===== src/hdl/kic_pkg.sv =====
// ----------------------------------------------------------------------------
// kic_pkg
// shared types and codes for the keypad integer calculator
// ----------------------------------------------------------------------------
package kic_pkg;

    localparam int VALUE_WIDTH = 16;

    // key kinds
    localparam logic [1:0] KEY_DIGIT    = 2'd0;
    localparam logic [1:0] KEY_OPERATOR = 2'd1;
    localparam logic [1:0] KEY_EQUALS   = 2'd2;
    localparam logic [1:0] KEY_CLEAR    = 2'd3;

    localparam logic [3:0] MAX_DIGIT = 4'd9;

    // latched operation codes
    localparam logic [2:0] PEND_NONE = 3'd0;
    localparam logic [2:0] PEND_DIV  = 3'd1;
    localparam logic [2:0] PEND_MUL  = 3'd2;
    localparam logic [2:0] PEND_SUB  = 3'd3;
    localparam logic [2:0] PEND_ADD  = 3'd4;

    // result events
    localparam logic [2:0] EV_IGNORED  = 3'd0;
    localparam logic [2:0] EV_DIGIT    = 3'd1;
    localparam logic [2:0] EV_OPERATOR = 3'd2;
    localparam logic [2:0] EV_RESULT   = 3'd3;
    localparam logic [2:0] EV_CLEARED  = 3'd4;

    typedef enum logic [3:0] {
        S_IDLE,
        S_DIG_SHIFT,
        S_DIG_ADD,
        S_ADDSUB,
        S_MUL,
        S_ABS_A,
        S_ABS_B,
        S_DIV,
        S_FIX,
        S_DONE
    } t_state;

    typedef struct packed {
        logic [2:0]                    event_res;
        logic signed [VALUE_WIDTH-1:0] value;
        logic                          divide_error;
    } t_res;

endpackage


===== src/hdl/kic_if.sv =====
// ----------------------------------------------------------------------------
// kic_if
// key and result channels of the keypad integer calculator
// ----------------------------------------------------------------------------
interface kic_key_if;
    logic       valid;
    logic       ready;
    logic [1:0] op;
    logic [3:0] digit;
    logic [1:0] operation;

    modport source (output valid, output op, output digit, output operation, input ready);
    modport sink   (input valid, input op, input digit, input operation, output ready);
endinterface

interface kic_res_if;
    logic               valid;
    logic               ready;
    logic [2:0]         event_res;
    logic signed [15:0] value;
    logic               divide_error;

    modport source (output valid, output event_res, output value, output divide_error,
                    input ready);
    modport sink   (input valid, input event_res, input value, input divide_error,
                    output ready);
endinterface


===== src/hdl/kic_alu.sv =====
// ----------------------------------------------------------------------------
// kic_alu
// shared adder / subtractor with carry out
// ----------------------------------------------------------------------------
module kic_alu #(
    parameter int OPERAND_WIDTH = 16
) (
    input  logic [OPERAND_WIDTH-1:0] i_x,
    input  logic [OPERAND_WIDTH-1:0] i_y,
    input  logic                     i_sub,
    output logic [OPERAND_WIDTH-1:0] o_sum,
    output logic                     o_carry
);
    logic [OPERAND_WIDTH:0]   w_full;
    logic [OPERAND_WIDTH-1:0] w_y;

    // subtract is x + ~y + 1, carry high means no borrow
    assign w_y    = i_sub ? ~i_y : i_y;
    assign w_full = {1'b0, i_x} + {1'b0, w_y} + (OPERAND_WIDTH + 1)'(i_sub);
    assign o_sum   = w_full[OPERAND_WIDTH-1:0];
    assign o_carry = w_full[OPERAND_WIDTH];
endmodule


===== src/hdl/kic_core.sv =====
// ----------------------------------------------------------------------------
// kic_core
// operand registers and sequencer around the shared adder
// ----------------------------------------------------------------------------
module kic_core
    import kic_pkg::*;
#(
    parameter int OPERAND_WIDTH = 16
) (
    input  logic       i_clk,
    input  logic       i_rst_n,
    input  logic       i_start,
    input  logic [1:0] i_op,
    input  logic [3:0] i_digit,
    input  logic [1:0] i_operation,
    output logic       o_idle,
    output logic       o_res_valid,
    output t_res       o_res,
    input  logic       i_res_take
);
    localparam int W  = OPERAND_WIDTH;
    localparam int CW = $clog2(OPERAND_WIDTH);

    t_state r_state, n_state;
    logic [W-1:0]  r_a, n_a, r_b, n_b, r_acc, n_acc, r_q, n_q;
    logic          r_oe, n_oe, r_rs, n_rs, r_neg, n_neg;
    logic [2:0]    r_pend, n_pend;
    logic [CW-1:0] r_cnt, n_cnt;
    logic [3:0]    r_dig, n_dig;
    t_res          r_res, n_res;

    logic [W-1:0] alu_x, alu_y, alu_sum, target, rem_sh, fin_val;
    logic         alu_sub, alu_carry, fin_en, last;

    kic_alu #(.OPERAND_WIDTH(W)) u_alu (
        .i_x     (alu_x),
        .i_y     (alu_y),
        .i_sub   (alu_sub),
        .o_sum   (alu_sum),
        .o_carry (alu_carry)
    );

    assign target = r_oe ? r_b : r_a;
    assign rem_sh = {r_acc[W-2:0], r_q[W-1]};
    assign last   = (r_cnt == CW'(W - 1));

    always_comb begin
        n_state = r_state;
        n_a     = r_a;
        n_b     = r_b;
        n_acc   = r_acc;
        n_q     = r_q;
        n_oe    = r_oe;
        n_rs    = r_rs;
        n_neg   = r_neg;
        n_pend  = r_pend;
        n_cnt   = r_cnt;
        n_dig   = r_dig;
        n_res   = r_res;
        alu_x   = '0;
        alu_y   = '0;
        alu_sub = 1'b0;
        fin_en  = 1'b0;
        fin_val = r_a;
        unique case (r_state)
            S_IDLE: begin
                if (i_start) begin
                    n_res   = '{EV_IGNORED, '0, 1'b0};
                    n_state = S_DONE;
                    n_cnt   = '0;
                    case (i_op)
                        KEY_DIGIT: begin
                            if (i_digit <= MAX_DIGIT) begin
                                n_dig   = i_digit;
                                n_state = S_DIG_SHIFT;
                            end
                        end
                        KEY_OPERATOR: begin
                            if (!r_oe || r_rs) begin
                                n_oe   = 1'b1;
                                n_rs   = 1'b0;
                                n_pend = 3'(i_operation) + PEND_DIV;
                                n_res.event_res = EV_OPERATOR;
                            end
                        end
                        KEY_EQUALS: begin
                            n_neg = r_a[W-1] ^ r_b[W-1];
                            case (r_pend) inside
                                PEND_DIV: begin
                                    if (r_b == '0) begin
                                        // divide by zero keeps the first operand
                                        fin_en  = 1'b1;
                                        fin_val = r_a;
                                    end else begin
                                        n_state = S_ABS_A;
                                    end
                                end
                                PEND_MUL: begin
                                    n_acc   = '0;
                                    n_q     = r_a;
                                    n_state = S_MUL;
                                end
                                PEND_SUB, PEND_ADD: n_state = S_ADDSUB;
                                default: ;
                            endcase
                        end
                        default: begin
                            n_a  = '0;
                            n_b  = '0;
                            n_oe = 1'b0;
                            n_rs = 1'b0;
                            n_res.event_res = EV_CLEARED;
                        end
                    endcase
                end
            end
            S_DIG_SHIFT: begin
                // x*8 + x*2
                alu_x   = target << 3;
                alu_y   = target << 1;
                n_acc   = alu_sum;
                n_state = S_DIG_ADD;
            end
            S_DIG_ADD: begin
                alu_x = r_acc;
                alu_y = W'(r_dig);
                if (r_oe) begin
                    n_b = alu_sum;
                end else begin
                    n_a = alu_sum;
                end
                n_res.event_res = EV_DIGIT;
                n_state = S_DONE;
            end
            S_ADDSUB: begin
                alu_x   = r_a;
                alu_y   = r_b;
                alu_sub = (r_pend == PEND_SUB);
                fin_en  = 1'b1;
                fin_val = alu_sum;
            end
            S_MUL: begin
                // shift-add, multiplier bits taken from the second operand
                alu_x = r_acc;
                alu_y = r_b[0] ? r_q : '0;
                n_acc = alu_sum;
                n_q   = r_q << 1;
                n_b   = r_b >> 1;
                n_cnt = r_cnt + 1'b1;
                if (last) begin
                    fin_en  = 1'b1;
                    fin_val = alu_sum;
                end
            end
            S_ABS_A: begin
                alu_y   = r_a;
                alu_sub = 1'b1;
                n_q     = r_a[W-1] ? alu_sum : r_a;
                n_acc   = '0;
                n_state = S_ABS_B;
            end
            S_ABS_B: begin
                alu_y   = r_b;
                alu_sub = 1'b1;
                n_b     = r_b[W-1] ? alu_sum : r_b;
                n_state = S_DIV;
            end
            S_DIV: begin
                // restoring division, one quotient bit per cycle
                alu_x   = rem_sh;
                alu_y   = r_b;
                alu_sub = 1'b1;
                n_acc   = alu_carry ? alu_sum : rem_sh;
                n_q     = {r_q[W-2:0], alu_carry};
                n_cnt   = r_cnt + 1'b1;
                if (last) begin
                    n_state = S_FIX;
                end
            end
            S_FIX: begin
                alu_y   = r_q;
                alu_sub = 1'b1;
                fin_en  = 1'b1;
                fin_val = r_neg ? alu_sum : r_q;
            end
            S_DONE: begin
                if (i_res_take) begin
                    n_state = S_IDLE;
                end
            end
            default: n_state = S_IDLE;
        endcase

        if (fin_en) begin
            n_a   = fin_val;
            n_b   = '0;
            n_rs  = 1'b1;
            n_res = '{EV_RESULT, VALUE_WIDTH'(fin_val),
                      (r_state == S_IDLE)};
            n_state = S_DONE;
        end
    end

    always_ff @(posedge i_clk) begin
        if (!i_rst_n) begin
            r_state <= S_IDLE;
            r_a     <= '0;
            r_b     <= '0;
            r_oe    <= 1'b0;
            r_rs    <= 1'b0;
            r_pend  <= PEND_NONE;
        end else begin
            r_state <= n_state;
            r_a     <= n_a;
            r_b     <= n_b;
            r_oe    <= n_oe;
            r_rs    <= n_rs;
            r_pend  <= n_pend;
        end
    end

    always_ff @(posedge i_clk) begin
        r_acc <= n_acc;
        r_q   <= n_q;
        r_neg <= n_neg;
        r_cnt <= n_cnt;
        r_dig <= n_dig;
        r_res <= n_res;
    end

    assign o_idle      = (r_state == S_IDLE);
    assign o_res_valid = (r_state == S_DONE);
    assign o_res       = r_res;
endmodule


===== src/hdl/keypad_integer_calculator_top.sv =====
// ----------------------------------------------------------------------------
// keypad_integer_calculator_top
// four-function integer calculator driven by decoded key words
// ----------------------------------------------------------------------------
// i_key carries one key word (op, digit, operation) per valid/ready handshake;
// o_res returns exactly one result word (event_res, value, divide_error) for
// every key word accepted, in order.
// the block works on one key at a time; i_key.ready is high only while the
// sequencer is idle. all operand arithmetic goes through one shared adder.
// steps per key kind:
//   operator, clear, ignored keys : straight to the result
//   digit                         : x*8 + x*2, then + d
//   add, subtract                 : a + b or a - b through the adder
//   multiply                      : shift-add over the second operand's bits
//   divide                        : magnitudes, restoring steps, then sign fix
// divide by zero returns at once with divide_error set
// the sequencer returns to idle as its result is loaded into the output
// register, and can then take the next key.
// the output register decouples the sides: the next key is taken while a
// result still waits; if o_res stays stalled the sequencer holds its next
// result and stays busy until the register frees up.
// synchronous active-low reset zeroes operands and flags, clears the latched
// operation and drops o_res.valid
// ----------------------------------------------------------------------------
module keypad_integer_calculator_top
    import kic_pkg::*;
#(
    parameter int OPERAND_WIDTH = 16
) (
    input  logic       i_clk,
    input  logic       i_rst_n,
    kic_key_if.sink    i_key,
    kic_res_if.source  o_res
);
    logic core_idle;
    logic core_valid;
    t_res core_res;
    logic load;
    logic r_out_valid;
    t_res r_out;

    kic_core #(.OPERAND_WIDTH(OPERAND_WIDTH)) u_core (
        .i_clk       (i_clk),
        .i_rst_n     (i_rst_n),
        .i_start     (i_key.valid && core_idle),
        .i_op        (i_key.op),
        .i_digit     (i_key.digit),
        .i_operation (i_key.operation),
        .o_idle      (core_idle),
        .o_res_valid (core_valid),
        .o_res       (core_res),
        .i_res_take  (load)
    );

    assign i_key.ready = core_idle;

    // output register loads when empty or being drained this cycle
    assign load = core_valid && (!r_out_valid || o_res.ready);

    always_ff @(posedge i_clk) begin
        if (!i_rst_n) begin
            r_out_valid <= 1'b0;
        end else if (load) begin
            r_out_valid <= 1'b1;
        end else if (o_res.ready) begin
            r_out_valid <= 1'b0;
        end
    end

    always_ff @(posedge i_clk) begin
        if (load) begin
            r_out <= core_res;
        end
    end

    assign o_res.valid        = r_out_valid;
    assign o_res.event_res    = r_out.event_res;
    assign o_res.value        = r_out.value;
    assign o_res.divide_error = r_out.divide_error;

`ifndef ASSERT_OFF
    // divide error only comes with a shown result
    a_derr_result : assert property (@(posedge i_clk) disable iff (!i_rst_n)
        o_res.valid && o_res.divide_error |-> o_res.event_res == EV_RESULT)
        else $error("divide error without result event");

    // value is zero unless a result is shown
    a_value_zero : assert property (@(posedge i_clk) disable iff (!i_rst_n)
        o_res.valid && o_res.event_res != EV_RESULT |-> o_res.value == '0)
        else $error("nonzero value on non-result event");

    // an accepted key always takes the sequencer out of idle
    a_busy_after_key : assert property (@(posedge i_clk) disable iff (!i_rst_n)
        i_key.valid && i_key.ready |=> !i_key.ready)
        else $error("ready stayed high after a key was accepted");
`endif
endmodule


===== src/flat_wrapper.sv =====
// flat-port wrapper written by rule: the top's interface ports become plain ports
module keypad_integer_calculator_top_flat import kic_pkg::*;
#(
    parameter int OPERAND_WIDTH = 16
)
  (i_clk, i_rst_n, i_key_valid, i_key_op, i_key_digit, i_key_operation, i_key_ready, o_res_valid, o_res_event_res, o_res_value, o_res_divide_error, o_res_ready);
  kic_key_if i_key_i ();
  kic_res_if o_res_i ();
  input  logic i_clk;
  input  logic i_rst_n;
  input wire logic [$bits(i_key_i.valid)-1:0] i_key_valid;
  input wire logic [$bits(i_key_i.op)-1:0] i_key_op;
  input wire logic [$bits(i_key_i.digit)-1:0] i_key_digit;
  input wire logic [$bits(i_key_i.operation)-1:0] i_key_operation;
  output wire logic [$bits(i_key_i.ready)-1:0] i_key_ready;
  output wire logic [$bits(o_res_i.valid)-1:0] o_res_valid;
  output wire logic [$bits(o_res_i.event_res)-1:0] o_res_event_res;
  output wire logic [$bits(o_res_i.value)-1:0] o_res_value;
  output wire logic [$bits(o_res_i.divide_error)-1:0] o_res_divide_error;
  input wire logic [$bits(o_res_i.ready)-1:0] o_res_ready;
  assign i_key_i.valid = i_key_valid;
  assign i_key_i.op = i_key_op;
  assign i_key_i.digit = i_key_digit;
  assign i_key_i.operation = i_key_operation;
  assign i_key_ready = i_key_i.ready;
  assign o_res_valid = o_res_i.valid;
  assign o_res_event_res = o_res_i.event_res;
  assign o_res_value = o_res_i.value;
  assign o_res_divide_error = o_res_i.divide_error;
  assign o_res_i.ready = o_res_ready;
  keypad_integer_calculator_top #(.OPERAND_WIDTH(OPERAND_WIDTH)) u_core (.i_clk(i_clk), .i_rst_n(i_rst_n), .i_key(i_key_i), .o_res(o_res_i));
endmodule

===== config.mk =====
export PLATFORM = sky130hd
export DESIGN_NAME = keypad_integer_calculator_top_flat
export DESIGN_NICKNAME = d
export VERILOG_FILES = /design/src/hdl/kic_pkg.sv /design/src/hdl/kic_if.sv /design/src/hdl/kic_alu.sv /design/src/hdl/kic_core.sv /design/src/hdl/keypad_integer_calculator_top.sv /design/src/flat_wrapper.sv
export SDC_FILE = /design/constraint.sdc
export NUM_CORES = 1
export LEC_CHECK = 0
export ABC_CLOCK_PERIOD_IN_PS = 5100
export BUFFER_PORTS_ARGS = -buffer_cell sky130_fd_sc_hd__buf_4
export CORE_MARGIN = 2
export CORE_UTILIZATION = 43
export CTS_CLUSTER_DIAMETER = 200
export DETAILED_ROUTE_END_ITERATION = 6
export SLEW_MARGIN = 20
export SYNTH_ARGS = -nofsm -noshare
export SYNTH_HDL_FRONTEND = slang
export SYNTH_SLANG_ARGS = --single-unit

===== constraint.sdc =====
create_clock -name i_clk -period 5.1 [get_ports i_clk]
set_input_delay 0.51 -clock i_clk [delete_from_list [all_inputs] [get_ports i_clk]]
set_output_delay 0.51 -clock i_clk [all_outputs]
set_load 0.05 [all_outputs]

==> summary.txt <==
=================================================================================
Time the final worst path needs with I/O delays and setup ..........     4.774 ns
Max Freq ...........................................................    209.4 MHz
Rows ...............................................................           49
Syn Std Cell Area ..................................................   7898 sq um
Net switching power ................................................     2.514 mW
Number of buffers added to fix hold violations after cts ...........            0
Residual overflow from global routing ..............................            0
Count of flip-flops with a built-in enable after synthesis .........           78
Cts bufs inserted ..................................................           17
Cell-by-cell trace of the critical path ............................ or4b_1 -> o221ai_2 -> or4_4 -> nand2_1 -> fa_1 -> nor2b_1 -> o21a_1 -> o21a_1 -> o31a_1 -> o41ai_1 -> o21ai_1 -> and2_1 -> nor2_1 -> o22ai_1
Net Sw Frac ........................................................       45.52%
Height of the chip .................................................     139.5 um
Power density over the cells ....................................... 606.2 nW/um^2
Average instance area after synthesis ..............................  8.894 sq um
Async SR Flop Fraction .............................................           0%
Initial DRC count ..................................................          970
Via density per instance ...........................................        6.380
Critical Path Fanout Max ...........................................           16
Routed wire length .................................................     25190 um
Post-synthesis net count ...........................................          918
Antenna cell count .................................................            0
Most used flip-flop cell after synthesis ........................... sky130_fd_sc_hd__edfxtp_1
Clock network power share ..........................................        20.3%
GP Congestion ......................................................       0.9883
Root buffer cell ................................................... sky130_fd_sc_hd__clkbuf_16
Via count of the routed design .....................................         7426
Total chip power ...................................................     5.522 mW
HPWL after detailed placement ......................................     18620 um
Slowest stage cell on the critical path ............................ sky130_fd_sc_hd__dfxtp_1
Register bit total from synthesis ..................................          123
Final core utilization .............................................       50.71%
CP most frequent cell .............................................. sky130_fd_sc_hd__o21a_1
Final Hold Viols ...................................................            0
Tightest Hold Check Type ........................................... input port to flip-flop
ANT nets after route ...............................................            0
Via count of the first global-routing pass .........................         6795
Placed insts .......................................................         1132
Area delta synth->final ............................................       15.35%
CTS Buffer Depth ...................................................            2
Crit share post-route ..............................................       93.62%
Worst Max-Slew Pin Slew ............................................     1.004 ns
Required @ worst endpoint ..........................................      5.26 ns
Core area ..........................................................  17960 sq um
Post-synth cell types ..............................................           83
Kind of start point of the critical path ...........................    flip-flop
Die outline width ..................................................     139.5 um
All-Layer GR Usage .................................................       26.16%
Total negative slack ...............................................         0 ns
Post-cts resize count ..............................................            0
Yosys warning count ................................................            0
Final-report max-slew violation count ..............................            0
Initial core utilization ...........................................       43.96%
Met3 routed WL .....................................................      2384 um
P_leak .............................................................     3.412 nW
Source-to-sink clock delay at the later pin of the worst-skew pair .      0.43 ns
Number of violations of the max-capacitance limit ..................            0
Number of antenna violations at the first check in global routing ..            0
Deepest level of the CTS H-tree ....................................            4
Sequential cell fraction of total power ............................        33.0%
Highest metal used .................................................         met4
Routed wire length per instance ....................................     21.64 um
Floorplan die area .................................................  19470 sq um
Routed length on met2 ..............................................     10750 um
Number of buffers inserted by post-CTS setup repair ................            0
Final-stage net count ..............................................          952
Largest net degree at the start of global routing ..................           33
Post-route DRC violation count .....................................            0
Worst slew margin relative to its limit ............................       32.83%
Number of clock sinks ..............................................          123
Setup-violating endpoint count in the final report .................            0
Number of standard cells in the layout, taps in and fillers out ....         1164
WP data arrival ....................................................      4.93 ns
Worst setup EP type ................................................    flip-flop
Wire length of the first global-routing pass .......................     39620 um
Buffers added on ports .............................................           33
Internal ...........................................................     3.009 mW
Clock-pin slew on the worst setup and hold paths ...................      0.06 ns
Critical path's largest stage delay ................................      0.68 ns
Skew final .........................................................  0.009793 ns
Peak supply drop ...................................................     286.6 uV
Part of the Yosys area used for sequential elements ................       41.06%
Fraction of layout instances using a drive strength above 1 ........       15.29%
DR pass1 iterations ................................................            6
Syn Inst Count .....................................................          888
Status .............................................................    completed
Category of the critical setup timing path ......................... flip-flop to flip-flop
Relative contribution of combinational cells to total power ........        46.7%
RSZ-0062 raised after global routing ...............................        false
Top Ports ..........................................................           34
WL met1 ............................................................     11350 um
TritonCTS clock tree ...............................................         done
=================================================================================
## kinds of logic after synthesis
| family | synth area share (%) |
|---|---|
| AOI/OAI and AO/OA | 26.08 |
| and+or+nand+nor | 17.60 |
| DFF | 41.06 |
| buffers and inverters | 3.929 |
| muxes | 4.737 |
| xor gates and xnor gates | 3.644 |
| adders and majority gates | 2.947 |
## cell type report
class                           instances  area (sq um)
Timing Repair Buffer                   80         600.6
Tap cell                              229         286.5
Clock buffer                           17         425.4
Sequential cell                       123          3243
Fill cell                            1678          8853
Clock inverter                         15         116.4
Multi-Input combinational cell        685          4382
Inverter                               15         56.30
## synthesized netlist by cell type (12+ instances only)
| library cell | n | area [sq um] |
|---|---|---|
| sky130_fd_sc_hd__and2_1 | 12 | 75.07 |
| sky130_fd_sc_hd__nor3_1 | 18 | 90.09 |
| sky130_fd_sc_hd__a22oi_1 | 37 | 277.8 |
| sky130_fd_sc_hd__mux2i_1 | 25 | 250.2 |
| sky130_fd_sc_hd__nor2_1 | 64 | 240.2 |
| sky130_fd_sc_hd__nand2_1 | 122 | 457.9 |
| sky130_fd_sc_hd__edfxtp_1 | 78 | 2342 |
| sky130_fd_sc_hd__xnor2_1 | 22 | 192.7 |
| sky130_fd_sc_hd__o21ai_0 | 62 | 310.3 |
| sky130_fd_sc_hd__dfxtp_1 | 45 | 900.9 |
| sky130_fd_sc_hd__inv_1 | 14 | 52.55 |
| sky130_fd_sc_hd__nand3_1 | 25 | 125.1 |
| sky130_fd_sc_hd__o22ai_1 | 12 | 75.07 |
| sky130_fd_sc_hd__ha_1 | 17 | 212.7 |
| sky130_fd_sc_hd__a221oi_1 | 20 | 175.2 |
| sky130_fd_sc_hd__clkbuf_1 | 56 | 210.2 |
| sky130_fd_sc_hd__a21oi_1 | 69 | 345.3 |
## power by group through the flow
stage,logic [mW],registers (mW),clock network (mW)
floorplan,1.73,1.68,0
global placement,2.50,1.81,0
detailed placement,2.51,1.81,0
CTS,2.52,1.80,1.13
global route,2.80,1.84,1.17
finish,2.58,1.82,1.12
## stage by stage
step	hold slack (ns)	setup WS, ns	instance area [sq um]
after detailed placement	0.4045	0.4641	8568
final	0.2607	0.3256	9110
after CTS	0.2480	0.4330	9110
after global placement	0.4015	0.4948	8568
after floorplan	0.4003	0.3293	7898
after global routing	0.2537	0.09759	9110
## per-layer routing
layer	global-route usage, %	vias up
li1	-	3435
met1	37.75	3509
met2	38.83	421
met3	5.368	61
met4	9.463	0
met5	0	-
## path summary, 6_finish.rpt
kind	start	end	slack (ns)	cells past startpoint
worst max register to register	u_core.u_core.r_state[1]	u_core.u_core.r_acc[1]	0.33	14
worst min-delay path	i_key_digit[0]	u_core.u_core.r_dig[0]	0.26	1
worst max-delay path	u_core.u_core.r_state[1]	u_core.u_core.r_acc[1]	0.33	14
worst min register to register	u_core.u_core.o_res[1]	u_core.o_res.value[0]	0.41	0
## sequential cells by signal (all words and copies together), names as in the netlist
register                   count
u_core.o_res.divide_error      1
u_core.o_res.event_res         3
u_core.o_res.valid             1
u_core.o_res.value            16
u_core.u_core.o_res           20
u_core.u_core.r_a             16
u_core.u_core.r_acc           16
u_core.u_core.r_b             16
u_core.u_core.r_cnt            4
u_core.u_core.r_dig            4
u_core.u_core.r_neg            1
u_core.u_core.r_oe             1
u_core.u_core.r_pend           3
u_core.u_core.r_q             16
u_core.u_core.r_rs             1
u_core.u_core.r_state          4
## critical path: cells and delay by family (launching register included)
kind	cells	cell delay, ns
compound gates	7	1.90
simple gates	6	1.66
fa+ha+maj	1	0.23
flops	1	0.68
## cell usage in the layout (no fill, tap or decap), types with 14 or more instances in the layout
cell type and count:
sky130_fd_sc_hd__nand2_1 122, sky130_fd_sc_hd__buf_4 80, sky130_fd_sc_hd__edfxtp_1 78, sky130_fd_sc_hd__a21oi_1 69, sky130_fd_sc_hd__nor2_1 64, sky130_fd_sc_hd__o21ai_0 62
sky130_fd_sc_hd__dfxtp_1 45, sky130_fd_sc_hd__a22oi_1 37, sky130_fd_sc_hd__mux2i_1 25, sky130_fd_sc_hd__nand3_1 25, sky130_fd_sc_hd__xnor2_1 22, sky130_fd_sc_hd__a221oi_1 20
sky130_fd_sc_hd__ha_1 17, sky130_fd_sc_hd__clkbuf_16 17, sky130_fd_sc_hd__nor3_1 15, sky130_fd_sc_hd__inv_1 14
No activity file was read; power rests on OpenSTA's default activity.
